==> src/hw/rtl/assert_macros.svh <==
// ---------------------------------------------------------------------------
// assertion macros
// shared concurrent assertion forms, clocked on clk, disabled in reset
// ---------------------------------------------------------------------------
`ifndef ASSERT_MACROS_SVH
`define ASSERT_MACROS_SVH

// same-cycle implication
`define ASSERT_IMP(lbl, ante, cons, msg) \
	lbl: assert property (@(posedge clk) disable iff (!arst_n) (ante) |-> (cons)) \
		else $error(msg);

// next-cycle implication
`define ASSERT_NXT(lbl, ante, cons, msg) \
	lbl: assert property (@(posedge clk) disable iff (!arst_n) (ante) |=> (cons)) \
		else $error(msg);

`endif

==> src/hw/rtl/sprd_pkg.sv <==
// ---------------------------------------------------------------------------
// sprd_pkg
// shared types and codes of the 6pack receive deframer
// ---------------------------------------------------------------------------
package sprd_pkg;

	localparam int LEN_W   = 10;
	localparam int MAX_RES = 4;
	localparam int NRES_W  = 3;

	// result kinds
	localparam logic [1:0] KIND_DATA = 2'd0;
	localparam logic [1:0] KIND_EOF  = 2'd1;
	localparam logic [1:0] KIND_LED  = 2'd2;

	// frame status codes
	localparam logic [1:0] STAT_GOOD = 2'd0;
	localparam logic [1:0] STAT_BAD  = 2'd1;
	localparam logic [1:0] STAT_LONG = 2'd2;

	// led bytes
	localparam logic [7:0] LED_OFF = 8'h60;
	localparam logic [7:0] LED_CON = 8'h68;

	// link bytes
	localparam logic [7:0] BYTE_INIT = 8'hE8;
	localparam logic [4:0] CMD_EOF   = 5'b01000;
	localparam logic [7:0] SUM_GOOD  = 8'hFF;

	typedef struct packed {
		logic [1:0]       kind;
		logic [7:0]       data;
		logic [1:0]       fstat;
		logic [LEN_W-1:0] len;
		logic [7:0]       led;
		logic [2:0]       link;
		logic             last;
	} result_t;

	typedef struct packed {
		result_t [MAX_RES-1:0] res;
		logic [NRES_W-1:0]     n;
	} burst_t;

endpackage

==> src/hw/rtl/sprd_decode.sv <==
// ---------------------------------------------------------------------------
// sprd_decode
// link state, sextet packing and frame bookkeeping; builds the result burst
// ---------------------------------------------------------------------------
`include "assert_macros.svh"

module sprd_decode #(
	parameter int MAX_FRAME = 512
) (
	input  logic              clk,
	input  logic              arst_n,
	input  logic              adv,
	input  logic [7:0]        rx_byte,
	output sprd_pkg::burst_t  burst
);

	localparam int CNT_W = $clog2(MAX_FRAME + 1);
	localparam int LW    = sprd_pkg::LEN_W;

	typedef struct packed {
		logic [7:0]       sum;
		logic [CNT_W-1:0] cnt;
		logic             ovf;
	} acc_t;

	function automatic acc_t step_acc(input acc_t a, input logic [7:0] b);
		acc_t r;
		r = a;
		r.sum = a.sum + b;
		if (a.cnt < CNT_W'(MAX_FRAME)) begin
			r.cnt = a.cnt + 1'b1;
		end else begin
			r.ovf = 1'b1;
		end
		return r;
	endfunction

	function automatic sprd_pkg::result_t mk(input logic [1:0] kind, input logic [7:0] data,
			input logic [1:0] fstat, input logic [LW-1:0] len, input logic [7:0] led,
			input logic [2:0] link, input logic last);
		sprd_pkg::result_t r;
		r.kind  = kind;
		r.data  = data;
		r.fstat = fstat;
		r.len   = len;
		r.led   = led;
		r.link  = link;
		r.last  = last;
		return r;
	endfunction

	logic [2:0]       ls_q, ls_n;
	logic [1:0]       gp_q, gp_n;
	logic [5:0]       st_q [3];
	logic [5:0]       st_n [3];
	logic [7:0]       sum_q;
	logic [CNT_W-1:0] cnt_q;
	logic             ovf_q;
	acc_t             acc_n;

	acc_t             a0, a1, a2, a3, fin;
	logic [7:0]       fb, sb, tb;
	logic [CNT_W-1:0] len_c;
	logic [1:0]       fstat_c;
	logic             eof_cmd, empty_frame, rx_on;
	logic [2:0]       pcmd;

	always_comb begin
		fb = {st_q[1][5:4], st_q[0]};
		sb = {st_q[2][5:2], st_q[1][3:0]};
		tb = {rx_byte[5:0], st_q[2][1:0]};
		a0 = '{sum: sum_q, cnt: cnt_q, ovf: ovf_q};
		a1 = step_acc(a0, fb);
		a2 = step_acc(a1, sb);
		a3 = step_acc(a2, tb);
		case (gp_q)
			2'd2:    fin = a1;
			2'd3:    fin = a2;
			default: fin = a0;
		endcase
		len_c   = (fin.cnt == '0) ? '0 : fin.cnt - 1'b1;
		fstat_c = fin.ovf ? sprd_pkg::STAT_LONG :
			((fin.sum == sprd_pkg::SUM_GOOD) ? sprd_pkg::STAT_GOOD : sprd_pkg::STAT_BAD);
		eof_cmd     = (rx_byte[7:3] == sprd_pkg::CMD_EOF);
		empty_frame = (gp_q == 2'd0) && (cnt_q == '0);
		rx_on       = (ls_q[1:0] == 2'b11);
		// protocol violation: rx and dcd raised together while dcd was clear
		pcmd = rx_byte[5:3];
		if (!ls_q[0] && (pcmd[1:0] == 2'b11)) begin
			pcmd[1:0] = 2'b00;
		end
	end

	always_comb begin
		ls_n  = ls_q;
		gp_n  = gp_q;
		st_n  = st_q;
		acc_n = a0;
		burst = '0;
		if (rx_byte == sprd_pkg::BYTE_INIT) begin
			// init byte, nothing happens
		end else if (rx_byte[7]) begin
			if (rx_byte[5:3] != 3'b000) begin
				ls_n = pcmd;
			end
		end else if (rx_byte[6]) begin
			if (eof_cmd) begin
				if (empty_frame) begin
					if (rx_on) begin
						burst.n = 3'd1;
						burst.res[0] = mk(sprd_pkg::KIND_LED, 8'h00, 2'd0, '0,
							sprd_pkg::LED_CON, ls_q, 1'b1);
					end
				end else begin
					burst.res[0] = mk(sprd_pkg::KIND_LED, 8'h00, 2'd0, '0,
						sprd_pkg::LED_OFF, ls_q, 1'b0);
					burst.res[1] = mk(sprd_pkg::KIND_DATA, fb, 2'd0, '0, 8'h00, ls_q, 1'b0);
					burst.res[2] = mk(sprd_pkg::KIND_DATA, sb, 2'd0, '0, 8'h00, ls_q, 1'b0);
					case (gp_q)
						2'd2: begin
							burst.n = 3'd3;
							burst.res[2] = mk(sprd_pkg::KIND_EOF, 8'h00, fstat_c, LW'(len_c),
								8'h00, ls_q, 1'b1);
						end
						2'd3: begin
							burst.n = 3'd4;
							burst.res[3] = mk(sprd_pkg::KIND_EOF, 8'h00, fstat_c, LW'(len_c),
								8'h00, ls_q, 1'b1);
						end
						default: begin
							// a lone sextet is dropped
							burst.n = 3'd2;
							burst.res[1] = mk(sprd_pkg::KIND_EOF, 8'h00, fstat_c, LW'(len_c),
								8'h00, ls_q, 1'b1);
						end
					endcase
					gp_n  = 2'd0;
					st_n  = '{default: '0};
					acc_n = '0;
				end
			end
		end else if (rx_on) begin
			if (gp_q != 2'd3) begin
				st_n[gp_q] = rx_byte[5:0];
				gp_n = gp_q + 2'd1;
			end else begin
				burst.n = 3'd3;
				burst.res[0] = mk(sprd_pkg::KIND_DATA, fb, 2'd0, '0, 8'h00, ls_q, 1'b0);
				burst.res[1] = mk(sprd_pkg::KIND_DATA, sb, 2'd0, '0, 8'h00, ls_q, 1'b0);
				burst.res[2] = mk(sprd_pkg::KIND_DATA, tb, 2'd0, '0, 8'h00, ls_q, 1'b1);
				gp_n  = 2'd0;
				acc_n = a3;
			end
		end
	end

	always_ff @(posedge clk or negedge arst_n) begin
		if (!arst_n) begin
			ls_q  <= '0;
			gp_q  <= '0;
			st_q  <= '{default: '0};
			sum_q <= '0;
			cnt_q <= '0;
			ovf_q <= 1'b0;
		end else if (adv) begin
			ls_q  <= ls_n;
			gp_q  <= gp_n;
			st_q  <= st_n;
			sum_q <= acc_n.sum;
			cnt_q <= acc_n.cnt;
			ovf_q <= acc_n.ovf;
		end
	end

	`ASSERT_NXT(a_eof_clears, adv && (rx_byte[7:3] == sprd_pkg::CMD_EOF) && !empty_frame, (gp_q == 2'd0) && (cnt_q == '0) && !ovf_q, "frame state not cleared at frame end")
	`ASSERT_IMP(a_cnt_sat, 1'b1, cnt_q <= CNT_W'(MAX_FRAME), "byte count past limit")

endmodule

==> src/hw/rtl/sprd_burst.sv <==
// ---------------------------------------------------------------------------
// sprd_burst
// result register: holds the results of one item and, while out_stall is low, sends one per cycle
// ---------------------------------------------------------------------------
`include "assert_macros.svh"

module sprd_burst (
	input  logic              clk,
	input  logic              arst_n,
	input  logic              load,
	input  sprd_pkg::burst_t  burst,
	output logic              free,
	output logic              out_valid,
	input  logic              out_stall,
	output sprd_pkg::result_t head
);

	localparam int N = sprd_pkg::MAX_RES;

	sprd_pkg::result_t             res_q [N];
	logic [sprd_pkg::NRES_W-1:0]   cnt_q;
	logic                          fire;

	assign out_valid = (cnt_q != '0);
	assign fire      = out_valid && !out_stall;
	// free when empty, or once the last held result leaves this cycle
	assign free      = (cnt_q == '0) || ((cnt_q == 3'd1) && !out_stall);
	assign head      = res_q[0];

	always_ff @(posedge clk or negedge arst_n) begin
		if (!arst_n) begin
			cnt_q <= '0;
		end else if (load) begin
			cnt_q <= burst.n;
		end else if (fire) begin
			cnt_q <= cnt_q - 3'd1;
		end
	end

	always_ff @(posedge clk) begin
		if (load) begin
			for (int i = 0; i < N; i++) begin
				res_q[i] <= burst.res[i];
			end
		end else if (fire) begin
			for (int i = 0; i < N - 1; i++) begin
				res_q[i] <= res_q[i + 1];
			end
		end
	end

	`ASSERT_IMP(a_load_free, load, free, "burst loaded while results remain")
	`ASSERT_IMP(a_last_tail, out_valid, res_q[0].last == (cnt_q == 3'd1), "last flag out of place")
	`ASSERT_NXT(a_drain, fire && (cnt_q > 3'd1), out_valid, "burst lost results")

endmodule

==> src/hw/rtl/sixpack_receive_deframer.sv <==
// ---------------------------------------------------------------------------
// sixpack_receive_deframer
// 6pack tnc receive side: link status, sextet unpacking, frame end and checksum
// ---------------------------------------------------------------------------
//  channel | handshake             | payload
//  --------+-----------------------+--------------------------------------------
//  input   | in_valid / in_stall   | rx_byte
//  output  | out_valid / out_stall | kind data_byte frame_status frame_length
//          |                       | led_code link_status last
//
//  an item is taken into the input register, decoded there, and its results are
//  loaded into the result register once that is free; the first result shows on
//  the output as soon as the load is done
//  an item has k results (k is 0 to 4), sent one at a time through the single
//  output port that drains the result register; an item in the input register
//  moves on, and the next one is taken, in the cycle the last result of the
//  previous one leaves
//  arst_n clears link status and frame state at once; no clearing pass
// ---------------------------------------------------------------------------
module sixpack_receive_deframer #(
	parameter int MAX_FRAME = 512
) (
	input  logic       clk,
	input  logic       arst_n,
	// input channel
	input  logic       in_valid,
	output logic       in_stall,
	input  logic [7:0] rx_byte,
	// output channel
	output logic       out_valid,
	input  logic       out_stall,
	output logic [1:0] kind,
	output logic [7:0] data_byte,
	output logic [1:0] frame_status,
	output logic [9:0] frame_length,
	output logic [7:0] led_code,
	output logic [2:0] link_status,
	output logic       last
);

	// input register
	logic              valid_s1;
	logic [7:0]        rx_byte_s1;
	// handoff to the result register
	logic              free;
	logic              adv;
	sprd_pkg::burst_t  burst;
	sprd_pkg::result_t head;

	// the input register moves on when the result register can take its burst;
	// items with no results still wait for a free result register but load nothing
	assign adv      = valid_s1 && free;
	assign in_stall = valid_s1 && !free;

	always_ff @(posedge clk or negedge arst_n) begin
		if (!arst_n) begin
			valid_s1 <= 1'b0;
		end else if (!in_stall) begin
			valid_s1 <= in_valid;
		end
	end

	always_ff @(posedge clk) begin
		if (!in_stall && in_valid) begin
			rx_byte_s1 <= rx_byte;
		end
	end

	// decode: link status, sextet store, running sum and byte count
	sprd_decode #(
		.MAX_FRAME(MAX_FRAME)
	) u_decode (
		.clk     (clk),
		.arst_n  (arst_n),
		.adv     (adv),
		.rx_byte (rx_byte_s1),
		.burst   (burst)
	);

	// result register, one result per cycle while out_stall is low
	sprd_burst u_burst (
		.clk       (clk),
		.arst_n    (arst_n),
		.load      (adv && (burst.n != '0)),
		.burst     (burst),
		.free      (free),
		.out_valid (out_valid),
		.out_stall (out_stall),
		.head      (head)
	);

	// result fields
	assign kind         = head.kind;
	assign data_byte    = head.data;
	assign frame_status = head.fstat;
	assign frame_length = head.len;
	assign led_code     = head.led;
	assign link_status  = head.link;
	assign last         = head.last;

endmodule

==> config.mk <==
export PLATFORM = sky130hd
export DESIGN_NAME = sixpack_receive_deframer
export DESIGN_NICKNAME = d
export VERILOG_FILES = /design/src/hw/rtl/sprd_pkg.sv /design/src/hw/rtl/sprd_decode.sv /design/src/hw/rtl/sprd_burst.sv /design/src/hw/rtl/sixpack_receive_deframer.sv
export VERILOG_INCLUDE_DIRS = /design/src /design/src/hw/rtl
export SDC_FILE = /design/constraint.sdc
export NUM_CORES = 1
export LEC_CHECK = 0
export BUFFER_PORTS_ARGS = -buffer_cell sky130_fd_sc_hd__buf_2
export CAP_MARGIN = 0
export CORE_MARGIN = 2
export CORE_UTILIZATION = 64
export CTS_BUF_LIST = sky130_fd_sc_hd__clkbuf_8 sky130_fd_sc_hd__clkbuf_16
export DETAILED_ROUTE_END_ITERATION = 7
export GPL_TIMING_DRIVEN = 0
export PLACE_DENSITY = 0.82
export SLEW_MARGIN = 20
export SYNTH_ARGS = -nofsm -noshare
export SYNTH_HDL_FRONTEND = slang
export SYNTH_HIERARCHICAL = 1
export SYNTH_SLANG_ARGS = --single-unit
==> constraint.sdc <==
create_clock -name clk -period 8.19 [get_ports clk]
set_input_delay 0.4095 -clock clk [delete_from_list [all_inputs] [get_ports clk]]
set_output_delay 0.4095 -clock clk [all_outputs]
set_load 0.02 [all_outputs]
==> results.sh, run 1 <==
export IMPL_vias_per_cell=5.97
export IMPL_status="completed"
export IMPL_clkTransAtPathRegs_ps=80
export IMPL_fillers=1190
export IMPL_pre_cts_ws_ps=3760
export IMPL_fin_util_pct=73.6
export IMPL_use_met3_pct=4.54
export IMPL_drt_iter0_drc=968
export IMPL_cts_setup_buffers=0
export IMPL_hpwlAfterDp_mm=19.5
export IMPL_crit_chain="buf_2 > inv_1 > ha_1 > nor4b_1 > nand3_1 > nand2_1 > a21o_1 > nand2_1 > o21a_1 > o31a_2 > buf_4 > nor3_4 > buf_6 > buf_12 > mux2_4"
export IMPL_synth_xor_area_share_pct=2.61
export IMPL_firstDrtPassIters=6
export IMPL_core_mm2=0.0180
export IMPL_synth_compound_area_share_pct=11.9
export IMPL_async_flop_share_pct=24.2
export IMPL_grt_overflow_total=0
export IMPL_clock_fmax_ghz=0.221
export IMPL_max_slew_margin_rel_pct=45.4
export IMPL_drt_wl_total_mm=27.2
export IMPL_grt_usage_pct=28.5
export IMPL_holdPathStages=1
export IMPL_area_growth_syn_to_layout_pct=12.7
export IMPL_rr_worst_depth=15
export IMPL_grt_antenna_before_repair=0
export IMPL_crit_family="simple AND/OR/NAND/NOR gates"
export IMPL_cap_violations=0
export IMPL_gp_congestion=0.946
export IMPL_yosysWarningCount=6
export IMPL_synthMuxAreaShare_pct=12.5
export IMPL_syn_area_mm2=0.0117
export IMPL_holdBufCountCts=1
export IMPL_hold_viol=0
export IMPL_synthFlopType="edfxtp_1"
export IMPL_ir_drop_v=0.000291
export IMPL_hold_start="rx_byte[3]"
export IMPL_path_class="register to register"
export IMPL_r2r_end="u_burst/res_q[1][23]"
export IMPL_drc=0
export IMPL_fp_row_count=49
export IMPL_hold_end="rx_byte_s1[3]"
export IMPL_die_w_um=139
export IMPL_pin_count=48
export IMPL_timing_final_ws_setup_ps=3660
export IMPL_busiest_layer="met2"
export IMPL_cp_num_buf_inv=5
export IMPL_grt_pass1_wl_mm=43.5
export IMPL_tritoncts="built"
export IMPL_slowest_delay_ps=530
export IMPL_htreeDepth=4
export IMPL_regToRegSetupSlack_ps=3660
export IMPL_die_y_um=139
export IMPL_cp_slowest_cell="o31a_2"
export IMPL_clkSinkCount=190
export IMPL_arrival_ps=4730
export IMPL_final_area_mm2=0.0132
export IMPL_crit_fanout=16
export IMPL_diodes=0
export IMPL_synth_cells=1038
export IMPL_place_area_mm2=0.0126
export IMPL_initial_utilization_pct=65.3
export IMPL_clk_latency_ps=450
export IMPL_cts_path_max_buffers=2
export IMPL_synth_edff_count=144
export IMPL_root_buffer="clkbuf_16"
export IMPL_cp_common_cell="nand2_1"
export IMPL_io_buffers=47
export IMPL_ctsResizeCount=0
export IMPL_grt_start_max_net_pins=47
export IMPL_fin_cells=1404
export IMPL_grtUsageMet1_pct=39.2
export IMPL_fin_nets=1211
export IMPL_holdCritPathClass="primary input to register"
export IMPL_layout_drive_gt1_share_pct=24.9
export IMPL_setup_tns_ps=0
export IMPL_synth_seq_area_share_pct=46.7
export IMPL_start_kind="register"
export IMPL_post_synth_and_or_nand_nor_area_fraction_pct=13.6
export IMPL_ys_seq_elements=190
export IMPL_use_met2_pct=47.2
export IMPL_fin_worst_skew_ps=12.5
export IMPL_slew_violations=0
export IMPL_power_density_mw_per_mm2=425
export IMPL_synthAdderAreaFrac_pct=4.22
export IMPL_wl_per_cell_um=19.4
export IMPL_worst_r2r_startpoint="u_decode/cnt_q[0]"
export IMPL_layout_worst_path_cycle_share_pct=55.3
export IMPL_synth_top_family_by_area="simple AND/OR/NAND/NOR gates"
export IMPL_synth_avg_cell_area_um2=11.3
export IMPL_rsz0062_at_grt="no"
export IMPL_ant_nets=0
export IMPL_synth_cell_types=83
export IMPL_die_area_mm2=0.0194
export IMPL_vias=8387
export IMPL_grt_pass1_vias=8301
export IMPL_leakage_nw=5.50
export IMPL_layout_min_cycle_time_ps=4530
export IMPL_worst_pin_slew_ps=819
export IMPL_dp_cells=1371
export IMPL_worstPathRequired_ps=8390
export IMPL_worst_setup_path_end_kind="register"
export IMPL_setup_viol=0
export IMPL_numCtsBuffers=17
## cell type report
| class | instances | area, um^2 | area share [%] |
|---|---|---|---|
| repair buffers | 53 | 378 | 2.86 |
| flip-flops and latches | 190 | 5480 | 41.4 |
| clock buffers | 17 | 425 | 3.22 |
| inverters | 36 | 135 | 1.02 |
| multi-input cells | 744 | 5490 | 41.5 |
| clock inverters | 15 | 193 | 1.46 |
| well taps | 229 | 287 | 2.17 |
| plain buffers | 120 | 848 | 6.41 |
## worst max-delay path by stage
stage,startpoint,endpoint,slack [ps],cells after the start
detailed placement,u_decode/cnt_q[0],u_burst/res_q[1][22],3760,15
floorplan,rx_byte_s1[4],u_burst/res_q[0][0],2100,10
global placement,rx_byte_s1[4],u_burst/res_q[2][29],-120,10
global route,u_decode/cnt_q[0],u_burst/res_q[1][23],3480,15
CTS,u_decode/cnt_q[0],u_burst/res_q[1][23],3740,15
finish,u_decode/cnt_q[0],u_burst/res_q[1][23],3660,15
## metal layers
| layer | vias up | wire length (um) | part of all wire, % |
|---|---|---|---|
| met3 | 66 | 2010 | 7.4 |
| met1 | 4014 | 11500 | 42 |
| li1 | 3926 | - | - |
| met2 | 381 | 13100 | 48 |
| met4 | 0 | 655 | 2.4 |
| met5 | - | 0 | 0 |
## worst register-to-register path, cell delays in order (launching register included)
cell and delay (ps):
dfrtp_1 470, buf_2 240, inv_1 100, ha_1 160, nor4b_1 270, nand3_1 260, nand2_1 230, a21o_1 360
nand2_1 160, o21a_1 210, o31a_2 530, buf_4 250, nor3_4 280, buf_6 260, buf_12 190, mux2_4 320
## synth_stat cells (4+ instances only)
cell type,count,area share [%]
nor4_1,5,0.27
xnor2_1,26,1.9
buf_4,63,4.0
o211ai_1,7,0.45
nand2b_1,21,1.1
nand2_1,72,2.3
o22ai_1,4,0.21
nor2b_1,28,1.5
a21boi_0,4,0.26
nor2_1,76,2.4
buf_12,8,1.4
a21o_1,8,0.51
nand3_1,27,1.2
o21a_1,11,0.70
o21ai_0,53,2.3
and2_1,15,0.80
dfrtp_1,46,9.8
nand3b_1,5,0.32
o31ai_1,6,0.38
edfxtp_1,144,37
clkbuf_1,34,1.1
inv_1,34,1.1
nor3_1,17,0.73
or4_1,5,0.32
a31oi_1,23,1.2
xor2_1,9,0.67
a211oi_1,4,0.26
a21oi_1,40,1.7
o41ai_1,4,0.30
ha_1,34,3.6
buf_2,13,0.55
nand4_1,4,0.21
mux2_4,80,10
a22oi_1,6,0.38
mux2_2,22,2.1
## layout by cell type, fill, tap and decap left out, drive strengths merged, types with 8 or more instances in the layout
| master | synthesis | final |
|---|---|---|
| mux2 | 102 | 102 |
| edfxtp | 144 | 144 |
| a21o | 8 | 8 |
| and2 | 16 | 16 |
| clkbuf | 34 | 51 |
| clkinv | 1 | 10 |
| dfrtp | 46 | 46 |
| buf | 86 | 138 |
| a21oi | 40 | 40 |
| nand2b | 21 | 21 |
| conb | 1 | 53 |
| a31oi | 25 | 25 |
| nand3 | 30 | 30 |
| nand2 | 72 | 72 |
| o21ai | 53 | 53 |
| xor2 | 9 | 9 |
| xnor2 | 26 | 26 |
| o21a | 11 | 11 |
| nor3 | 19 | 19 |
| nor2 | 77 | 77 |
| inv | 35 | 40 |
| nor2b | 29 | 29 |
| ha | 34 | 34 |
## cell families (layout without fill, tap and decap cells)
kind of cell    Yosys count  count (layout)
mux                     104             104
flops                   190             190
fa+ha+maj                38              38
simple gates            306             306
xor+xnor                 35              35
other cells               1              53
buf+inv                 156             241
compound gates          208             208
## per-stage QoR
stage	hold WS, ps	power, mW
global placement	487	4.57
floorplan	114	4.01
finish	131	5.62
detailed placement	482	4.70
CTS	114	5.58
global route	124	5.98
## power by group
part / switching [mW] / internal, mW
logic: 1.72 / 1.35
clock network: 0.430 / 0.418
registers: 0.214 / 1.49
total: 2.37 / 3.25
## state kept, by name, summed over array words and instances (netlist names)
signal          cells
u_decode/sb         8
u_decode/st_q       2
valid_s1            1
u_burst/cnt_q       3
u_decode/ovf_q      1
u_burst/res_q     136
u_decode/ls_q       3
u_decode/fb         8
u_decode/sum_q      8
rx_byte_s1          8
u_decode/cnt_q     10
u_decode/gp_q       2
Power figures use the tool's default switching activity.
==> inputs of run 2 (changes only) <==
clock period = 4.55 ns   (was 8.19 ns; I/O delays follow)
==> run 2 against run 1 <==
Compared with the run above: register-to-register slack got worse by 3500 ps; setup slack worse by 3500 ps; via count rose by 1.5%; sequential power grew 81%; sequential cell count stayed put; global-route usage shrank 0.38 points; sequential share of layout area decreased by 0.32 points; first-iteration DRC count decreased by 15%; fmax increased by 3.9%; die area unchanged; routed wire length down 0.15%; worst hold slack better by 96 ps; largest cell class unchanged.
==> results.sh, run 2 (same netlist as run 1, synthesis figures left out) <==
export IMPL_cp_slowest_cell="or4_1"
export IMPL_max_slew_margin_rel_pct=45.6
export IMPL_holdCritPathClass="primary input to register"
export IMPL_grtUsageMet1_pct=38.1
export IMPL_setup_viol=0
export IMPL_clockPowerShare_pct=15.3
export IMPL_leakage_nw=5.54
export IMPL_ant_nets=0
export IMPL_grt_pass1_wl_mm=43.3
export IMPL_layout_min_cycle_time_ps=4360
export IMPL_area_growth_syn_to_layout_pct=13.6
export IMPL_fin_worst_skew_ps=14.2
export IMPL_gp_congestion=0.950
export IMPL_crit_chain="ha_1 > clkinvlp_4 > or4_1 > a31oi_1 > nand2b_1 > inv_1 > ha_1 > o2111ai_1 > nor4_4 > nand4_2 > nand2_1 > nor2_1 > mux2_2"
export IMPL_die_area_mm2=0.0194
export IMPL_internal_power_mw=5.90
export IMPL_clkSinkCount=190
export IMPL_hold_viol=0
export IMPL_rsz0062_at_grt="no"
export IMPL_worst_pin_slew_ps=810
export IMPL_cp_common_cell="ha_1"
export IMPL_layout_common_cells="edfxtp_1, mux2_4, nor2_1"
export IMPL_grt_start_max_net_pins=47
export IMPL_wl_per_cell_um=19.3
export IMPL_use_met3_pct=4.75
export IMPL_core_mm2=0.0180
export IMPL_grt_overflow_total=0
export IMPL_swShare_pct=41.6
export IMPL_grt_antenna_before_repair=0
export IMPL_slew_violations=0
export IMPL_hpwlAfterDp_mm=19.7
export IMPL_pin_count=48
export IMPL_use_met2_pct=46.6
export IMPL_regMostFlops="u_burst/res_q"
export IMPL_clock_fmax_ghz=0.229
export IMPL_pre_cts_ws_ps=156
export IMPL_ir_drop_v=0.000522
export IMPL_power_density_mw_per_mm2=758
export IMPL_vias=8511
export IMPL_setup_tns_ps=0
export IMPL_clk_latency_ps=440
export IMPL_dp_cells=1371
export IMPL_firstDrtPassIters=6
export IMPL_status="completed"
export IMPL_busiest_layer="met2"
export IMPL_top_regs="u_burst/res_q (136), u_decode/cnt_q (10)"
export IMPL_start_kind="register"
export IMPL_timing_final_ws_setup_ps=187
export IMPL_slowest_delay_ps=660
export IMPL_cap_violations=0
export IMPL_layout_worst_path_cycle_share_pct=95.9
export IMPL_initial_utilization_pct=65.3
export IMPL_pwr_share_seq_pct=30.4
export IMPL_diodes=0
export IMPL_fin_cells=1412
export IMPL_fp_row_count=49
export IMPL_htreeDepth=4
export IMPL_grt_pass1_vias=8298
export IMPL_worst_setup_path_end_kind="register"
export IMPL_drc=0
export IMPL_crit_fanout=9
export IMPL_worstPathRequired_ps=4730
export IMPL_fin_nets=1219
export IMPL_combPwrFrac_pct=54.3
export IMPL_die_w_um=139
export IMPL_drt_iter0_drc=818
export IMPL_p_sw_mw=4.20
export IMPL_cts_path_max_buffers=2
export IMPL_vias_per_cell=6.03
export IMPL_final_area_mm2=0.0133
export IMPL_place_area_mm2=0.0126
export IMPL_layout_commonest_cell="edfxtp_1"
export IMPL_total_power_mw=10.1
export IMPL_path_class="register to register"
export IMPL_numCtsBuffers=17
export IMPL_clkTransAtPathRegs_ps=80
export IMPL_fin_util_pct=74.2
export IMPL_grt_usage_pct=28.2
export IMPL_die_y_um=139
export IMPL_io_buffers=47
export IMPL_tritoncts="built"
export IMPL_largest_register_ffs=136
export IMPL_fin_hold_ws_ps=227
export IMPL_root_buffer="clkbuf_16"
export IMPL_drt_wl_total_mm=27.2
export IMPL_arrival_ps=4540
export IMPL_layout_drive_gt1_share_pct=25.0
## run 2: changes by cell type in the layout (fill, tap and decap cells not counted), sizes merged
cell and delta:
dlygate4sd3 +9, clkinv -5, clkinvlp +2, inv +2, bufinv +1, clkbuf -1
## run 2: final timing paths
path | startpoint | end | slack [ps] | depth (start not counted)
max in group asynchronous | arst_n | u_decode/ls_q[0] | 3750 | 2
min in group asynchronous | arst_n | u_decode/sum_q[5] | 350 | 2
worst min register to register | valid_s1 | valid_s1 | 540 | 2
worst max register to register | u_decode/gp_q[0] | u_burst/res_q[1][14] | 190 | 13
worst min-delay path | out_stall | u_burst/cnt_q[1] | 230 | 3
worst max-delay path | u_decode/gp_q[0] | u_burst/res_q[1][14] | 190 | 13
## run 2: metal layers
layer  wire length, um  vias to the layer above
met5                 0                        -
met1             11400                     4161
met2             13200                      371
li1                  -                     3932
met3              2100                       47
met4               511                        0
## run 2: final cells by class
cell class | instances | area, um^2
repair buffers | 62 | 460
inverters | 36 | 139
clock inverters | 15 | 190
fillers | 1201 | 4630
plain buffers | 119 | 845
multi-input cells | 744 | 5510
clock buffers | 17 | 425
well taps | 229 | 287
flip-flops and latches | 190 | 5480
## run 2: power by group through the flow
stage | Clock (mW) | Sequential, mW | Combinational (mW)
final | 1.54 | 3.07 | 5.49
after global routing | 1.62 | 3.12 | 5.99
after CTS | 1.56 | 3.05 | 5.40
after detailed placement | 0 | 3.09 | 5.35
after global placement | 0 | 3.08 | 5.07
after floorplan | 0 | 3.14 | 4.03
## run 2: critical path, delay by kind of cell, from the launching register on
kind | cells | cell delay [ps]
fa+ha+maj | 2 | 660
buf+inv | 2 | 430
flops | 1 | 430
mux | 1 | 290
compound gates | 2 | 510
simple gates | 6 | 1780
## run 2: timing repair
action	4_1_cts	5_1_grt
hold buffers	10	0
endpoints found under the hold margin	55	0
endpoints found under the setup margin	0	93
setup buffers	0	0
gates resized for setup	0	5
